## src/hw/rtl/hblw_pkg.sv

```systemverilog
// Package for the height blend layer weights block.
// Holds field widths, register codes, reset values and the transaction structs.
// No dependencies.
`default_nettype none

package hblw_pkg;

    localparam int LAYER_COUNT = 4;

    // Quotient width of every division: results lie in 0..32768.
    localparam int Q_W = 16;
    // Width of a splat or ramp sum over all layers.
    localparam int SUM_W = 16 + $clog2(LAYER_COUNT);
    // Adjusted height, signed: height plus a boost of at most 32767.
    localparam int H_W = 18;
    // Ramp numerator h - hmax + te, signed.
    localparam int N_W = 19;

    localparam int CFG_IDX_W = 2;
    localparam int CFG_DATA_W = 15;

    localparam logic [CFG_IDX_W-1:0] REG_SHARPNESS  = 2'd0;
    localparam logic [CFG_IDX_W-1:0] REG_TRANSITION = 2'd1;

    localparam logic [CFG_DATA_W-1:0] SHARPNESS_RESET  = 15'd2048;
    localparam logic [CFG_DATA_W-1:0] TRANSITION_RESET = 15'd819;
    localparam logic [CFG_DATA_W-1:0] MIN_TRANSITION   = 15'd4;

    localparam logic [Q_W:0] ONE_Q15 = 17'd32768;

    typedef struct packed {
        logic signed [15:0] height_0;
        logic signed [15:0] height_1;
        logic signed [15:0] height_2;
        logic signed [15:0] height_3;
        logic signed [15:0] splat_0;
        logic signed [15:0] splat_1;
        logic signed [15:0] splat_2;
        logic signed [15:0] splat_3;
    } pixel_t;

    typedef struct packed {
        logic [15:0] weight_0;
        logic [15:0] weight_1;
        logic [15:0] weight_2;
        logic [15:0] weight_3;
        logic        used_splat;
    } blend_t;

endpackage

`default_nettype wire

```

## src/hw/rtl/hblw_div.sv

```systemverilog
// Pipelined restoring divider: (num << 15) / den for several lanes sharing a divisor.
// Requires num <= den, so each quotient fits in 0..32768. Depends on hblw_pkg.
`default_nettype none

module hblw_div
    import hblw_pkg::*;
#(
    parameter int DW    = SUM_W,
    parameter int LANES = LAYER_COUNT,
    parameter int SIDE  = 1
) (
    input  wire logic                         clk,
    input  wire logic                         rst_n,
    input  wire logic                         en,
    input  wire logic                         in_valid,
    input  wire logic [LANES-1:0][DW-1:0]     num,
    input  wire logic [DW-1:0]                den,
    input  wire logic [SIDE-1:0]              side_in,
    output logic                              out_valid,
    output logic [LANES-1:0][Q_W-1:0]         quo,
    output logic [SIDE-1:0]                   side_out
);

    localparam int BPS = 2;
    localparam int NST = Q_W / BPS;

    logic [NST-1:0]              v_reg;
    logic [LANES-1:0][DW:0]      p_reg [NST];
    logic [LANES-1:0][Q_W-1:0]   q_reg [NST];
    logic [DW-1:0]               d_reg [NST];
    logic [SIDE-1:0]             s_reg [NST];

    logic [LANES-1:0][DW:0]      p_src  [NST];
    logic [LANES-1:0][Q_W-1:0]   q_src  [NST];
    logic [DW-1:0]               d_src  [NST];
    logic [SIDE-1:0]             s_src  [NST];
    logic [NST-1:0]              v_src;
    logic [LANES-1:0][DW:0]      p_next [NST];
    logic [LANES-1:0][Q_W-1:0]   q_next [NST];

    for (genvar st = 0; st < NST; st++) begin : g_stage
        if (st == 0) begin : g_first
            for (genvar l = 0; l < LANES; l++) begin : g_lane
                assign p_src[0][l] = {1'b0, num[l]};
            end
            assign q_src[0] = '0;
            assign d_src[0] = den;
            assign s_src[0] = side_in;
            assign v_src[0] = in_valid;
        end else begin : g_rest
            assign p_src[st] = p_reg[st-1];
            assign q_src[st] = q_reg[st-1];
            assign d_src[st] = d_reg[st-1];
            assign s_src[st] = s_reg[st-1];
            assign v_src[st] = v_reg[st-1];
        end

        // The very first step compares the numerator itself, which yields
        // the integer bit of the Q1.15 quotient; later steps shift first.
        always_comb
        begin
            logic [DW:0]    p;
            logic [Q_W-1:0] q;
            for (int l = 0; l < LANES; l++)
            begin
                p = p_src[st][l];
                q = q_src[st][l];
                for (int b = 0; b < BPS; b++)
                begin
                    if (st * BPS + b != 0)
                    begin
                        p = {p[DW-1:0], 1'b0};
                    end
                    if (p >= {1'b0, d_src[st]})
                    begin
                        p = p - {1'b0, d_src[st]};
                        q = {q[Q_W-2:0], 1'b1};
                    end
                    else
                    begin
                        q = {q[Q_W-2:0], 1'b0};
                    end
                end
                p_next[st][l] = p;
                q_next[st][l] = q;
            end
        end

        always_ff @(posedge clk or negedge rst_n)
        begin
            if (!rst_n)
            begin
                v_reg[st] <= 1'b0;
            end
            else if (en)
            begin
                v_reg[st] <= v_src[st];
            end
        end

        always_ff @(posedge clk)
        begin
            if (en)
            begin
                p_reg[st] <= p_next[st];
                q_reg[st] <= q_next[st];
                d_reg[st] <= d_src[st];
                s_reg[st] <= s_src[st];
            end
        end
    end

    assign out_valid = v_reg[NST-1];
    assign quo       = q_reg[NST-1];
    assign side_out  = s_reg[NST-1];

endmodule

`default_nettype wire

```

## config.mk

```make
export PLATFORM = sky130hd
export DESIGN_NAME = hblw_div
export DESIGN_NICKNAME = d
export VERILOG_FILES = /design/src/hw/rtl/hblw_pkg.sv /design/src/hw/rtl/hblw_div.sv
export SDC_FILE = /design/constraint.sdc
export NUM_CORES = 2
export LEC_CHECK = 0
export BUFFER_PORTS_ARGS = -buffer_cell sky130_fd_sc_hd__buf_4
export CORE_ASPECT_RATIO = 0.7
export CORE_UTILIZATION = 55
export CTS_CLUSTER_SIZE = 40
export DETAILED_ROUTE_END_ITERATION = 6
export PLACE_DENSITY = 0.78
export SLEW_MARGIN = 15
export SYNTH_ARGS = -nofsm -noshare
export SYNTH_HDL_FRONTEND = slang
export SYNTH_SLANG_ARGS = --single-unit
```

## constraint.sdc

```tcl
create_clock -name clk -period 7.5 [get_ports clk]
set_input_delay 1.5 -clock clk [delete_from_list [all_inputs] [get_ports clk]]
set_output_delay 1.5 -clock clk [all_outputs]
set_load 0.01 [all_outputs]
```

==> results_dict.tcl <==
set metrics [dict create \
    status "completed" \
    fp-row-count 122 \
    syn_to_final_growth_pct 10.8 \
    syn-cell-area_sq_um 87900 \
    regArea_sq_um 28000 \
    path_clk_slew_ns 0.07 \
    grt_pass1_vias 69283 \
    final_cell_mix "1,124 x ha_1, 926 x edfxtp_1, 835 x a21oi_1" \
    nFillCells 12916 \
    grt_antenna_before_repair 15 \
    rsz0062_at_grt "no" \
    async_flop_share_pct 0.857 \
    syn_area_per_cell_sq_um 9.66 \
    cts_root_buffer "clkbuf_16" \
    grt_pass1_wl_mm 416 \
    cts_made_buffers 102 \
    dieArea_sq_um 161000 \
    slew_headroom_pct 29.4 \
    final_area_sq_um 97300 \
    reg2regPathDepth 22 \
    tns_ns 0 \
    ys_ff_latch 934 \
    ctsHoldBuffers 0 \
    max_cap_violations 0 \
    clock_path_buffers 3 \
    critPathKind "register to register" \
    fmax_mhz 140 \
    multiInputGateArea_sq_um 57900 \
    core_area_sq_um 158000 \
    synth_cell_types 94 \
    start_kind "register" \
    setup_viol 0 \
    htreeDepth 3 \
    final_max_slew_viol_count 0 \
    fp.dieW_um 480 \
    post_cts_buffers 0 \
    timing.final.crit_share_pct 95.5 \
    largest_reg_flops 504 \
    grt_overflow 0 \
    holdCritPathClass "register to register" \
    dpl.hpwl_mm 225 \
    path_max_fanout 11 \
    hold_path_depth 0 \
    insertion_delay_ns 0.79 \
    cp.arrival_ns 7.67 \
    post_dp_cell_area_sq_um 93800 \
    synth_edf_count 926 \
    yosysWarnings 0 \
    worst_pin_slew_ns 1.06 \
    io_buffers 160 \
    worst_clock_skew_ns 0.0440 \
    seq_area_frac_synth_pct 31.9 \
    cts_sinks 934 \
    cts_resized 0 \
    required_ns 8.01 \
    initial_core_util_pct 55.5 \
    final_nets 10798 \
    route.vias.total 75309 \
    syn_inst 9097 \
    final_common_cell "ha_1" \
    finalHoldViolations 0 \
    grt_usage_pct 33.8 \
    tritoncts "yes" \
    wirelength_mm 281 \
    endpoint_kind "register" \
    drive_gt1_share_pct 15.0 \
    wire_per_inst_um 24.0 \
    drc 0 \
    ios 161 \
    grt_max_degree 175 \
    syn_nets 10352 \
    period_minus_slack_ns 7.16 \
    die_y_um 336 \
    drt_iter0_drc 9378 \
    synth_ff_type "edfxtp_1" \
    vias_per_cell 6.41 \
    drt_pass1_iterations 6 \
    gp_congestion 1.04 \
    drtAntennaViolNets 0 \
]
## kinds of logic (layout without fill, tap and decap cells)
kind of cell | after synthesis | after routing | synth area share (%)
AOI/OAI and AO/OA | 2583 | 2583 | 18.7
xor gates and xnor gates | 861 | 861 | 8.58
adders and majority gates | 1160 | 1160 | 16.8
buffers and inverters | 535 | 1070 | 2.33
DFF | 934 | 934 | 31.9
muxes | 722 | 722 | 9.20
other | 0 | 5 | 0
and+or+nand+nor | 2302 | 2302 | 12.5
## critical path, cell delays in order, from the launching register on
cell,delay [ns]
edfxtp_1,0.47
inv_1,0.50
ha_1,0.36
nor2b_1,0.15
o31ai_1,0.41
a21oi_1,0.19
a211o_1,0.31
a31oi_1,0.35
nor3b_1,0.31
o21ai_2,0.28
mux2_2,0.37
ha_1,0.35
o21a_1,0.19
o31a_1,0.13
o311ai_1,0.54
a21oi_1,0.20
o31a_1,0.33
o21ai_0,0.33
a21oi_1,0.15
a311oi_2,0.39
buf_4,0.20
inv_2,0.09
mux2_2,0.31
## stage by stage
stage	worst slack (ns)	utilization, %	hold slack, ns	std cells
after floorplan	0.0327	-	0.400	9097
after global placement	0.102	59.2	0.400	11547
after detailed placement	0.0631	59.2	0.405	11547
after CTS	0.684	61.5	0.405	11740
after global routing	0.00683	61.5	0.417	11740
final	0.337	61.5	0.408	11745
## worst paths after layout
| path | to | startpoint | slack, ns |
|---|---|---|---|
| max | p_reg[6][41] | d_reg[5][1] | 0.34 |
| min | q_reg[0][194] | q_reg[0][128] | 0.41 |
| max reg2reg | p_reg[6][41] | d_reg[5][1] | 0.34 |
| min reg2reg | q_reg[0][194] | q_reg[0][128] | 0.41 |
| max in group asynchronous | v_reg[5] | rst_n | 6.82 |
| min in group asynchronous | out_valid | rst_n | 0.55 |
## layout make-up
| cell class | count | share of cell area [%] |
|---|---|---|
| multi-input combinational | 7628 | 59.5 |
| timing repair buffer | 478 | 3.84 |
| sequential | 934 | 28.8 |
| clock inverter | 77 | 0.959 |
| inverter | 399 | 1.54 |
| antenna | 5 | 0.0129 |
| clock buffer | 116 | 2.69 |
| tap | 2108 | 2.71 |
## synthesized netlist by cell type (all sizes together) (38+ instances only)
master	count	share of area (%)
nand2	491	2.1
nor2	782	3.3
nor3	205	1.2
mux2	686	8.8
nor2b	118	0.84
xor2	248	2.5
nand2b	98	0.70
and3	53	0.38
o21ai	542	3.1
o21bai	131	1.1
clkbuf	98	0.42
a21oi	836	4.8
xnor2	613	6.1
ha	1124	16
buf	38	0.21
a21o	341	2.9
o21a	164	1.4
nand3	138	0.79
or2	47	0.33
a31oi	76	0.55
or3	66	0.47
nand4	136	0.97
edfxtp	926	32
o31ai	55	0.47
inv	396	1.7
and2	65	0.46
a211oi	66	0.57
## per-layer routing
| metal | vias up | wire (um) | part of all wire (%) | track usage (%) |
|---|---|---|---|---|
| met5 | - | 122 | 0.043 | 0 |
| met2 | 3650 | 102000 | 36 | 42.8 |
| met3 | 362 | 42500 | 15 | 13.8 |
| met1 | 36124 | 132000 | 47 | 52.6 |
| met4 | 18 | 4050 | 1.4 | 5.40 |
| li1 | 35155 | - | - | - |
Power is left out: the tool's default activity adds up to more than one toggle a clock period on the data nets, which glitch-free logic cannot reach.
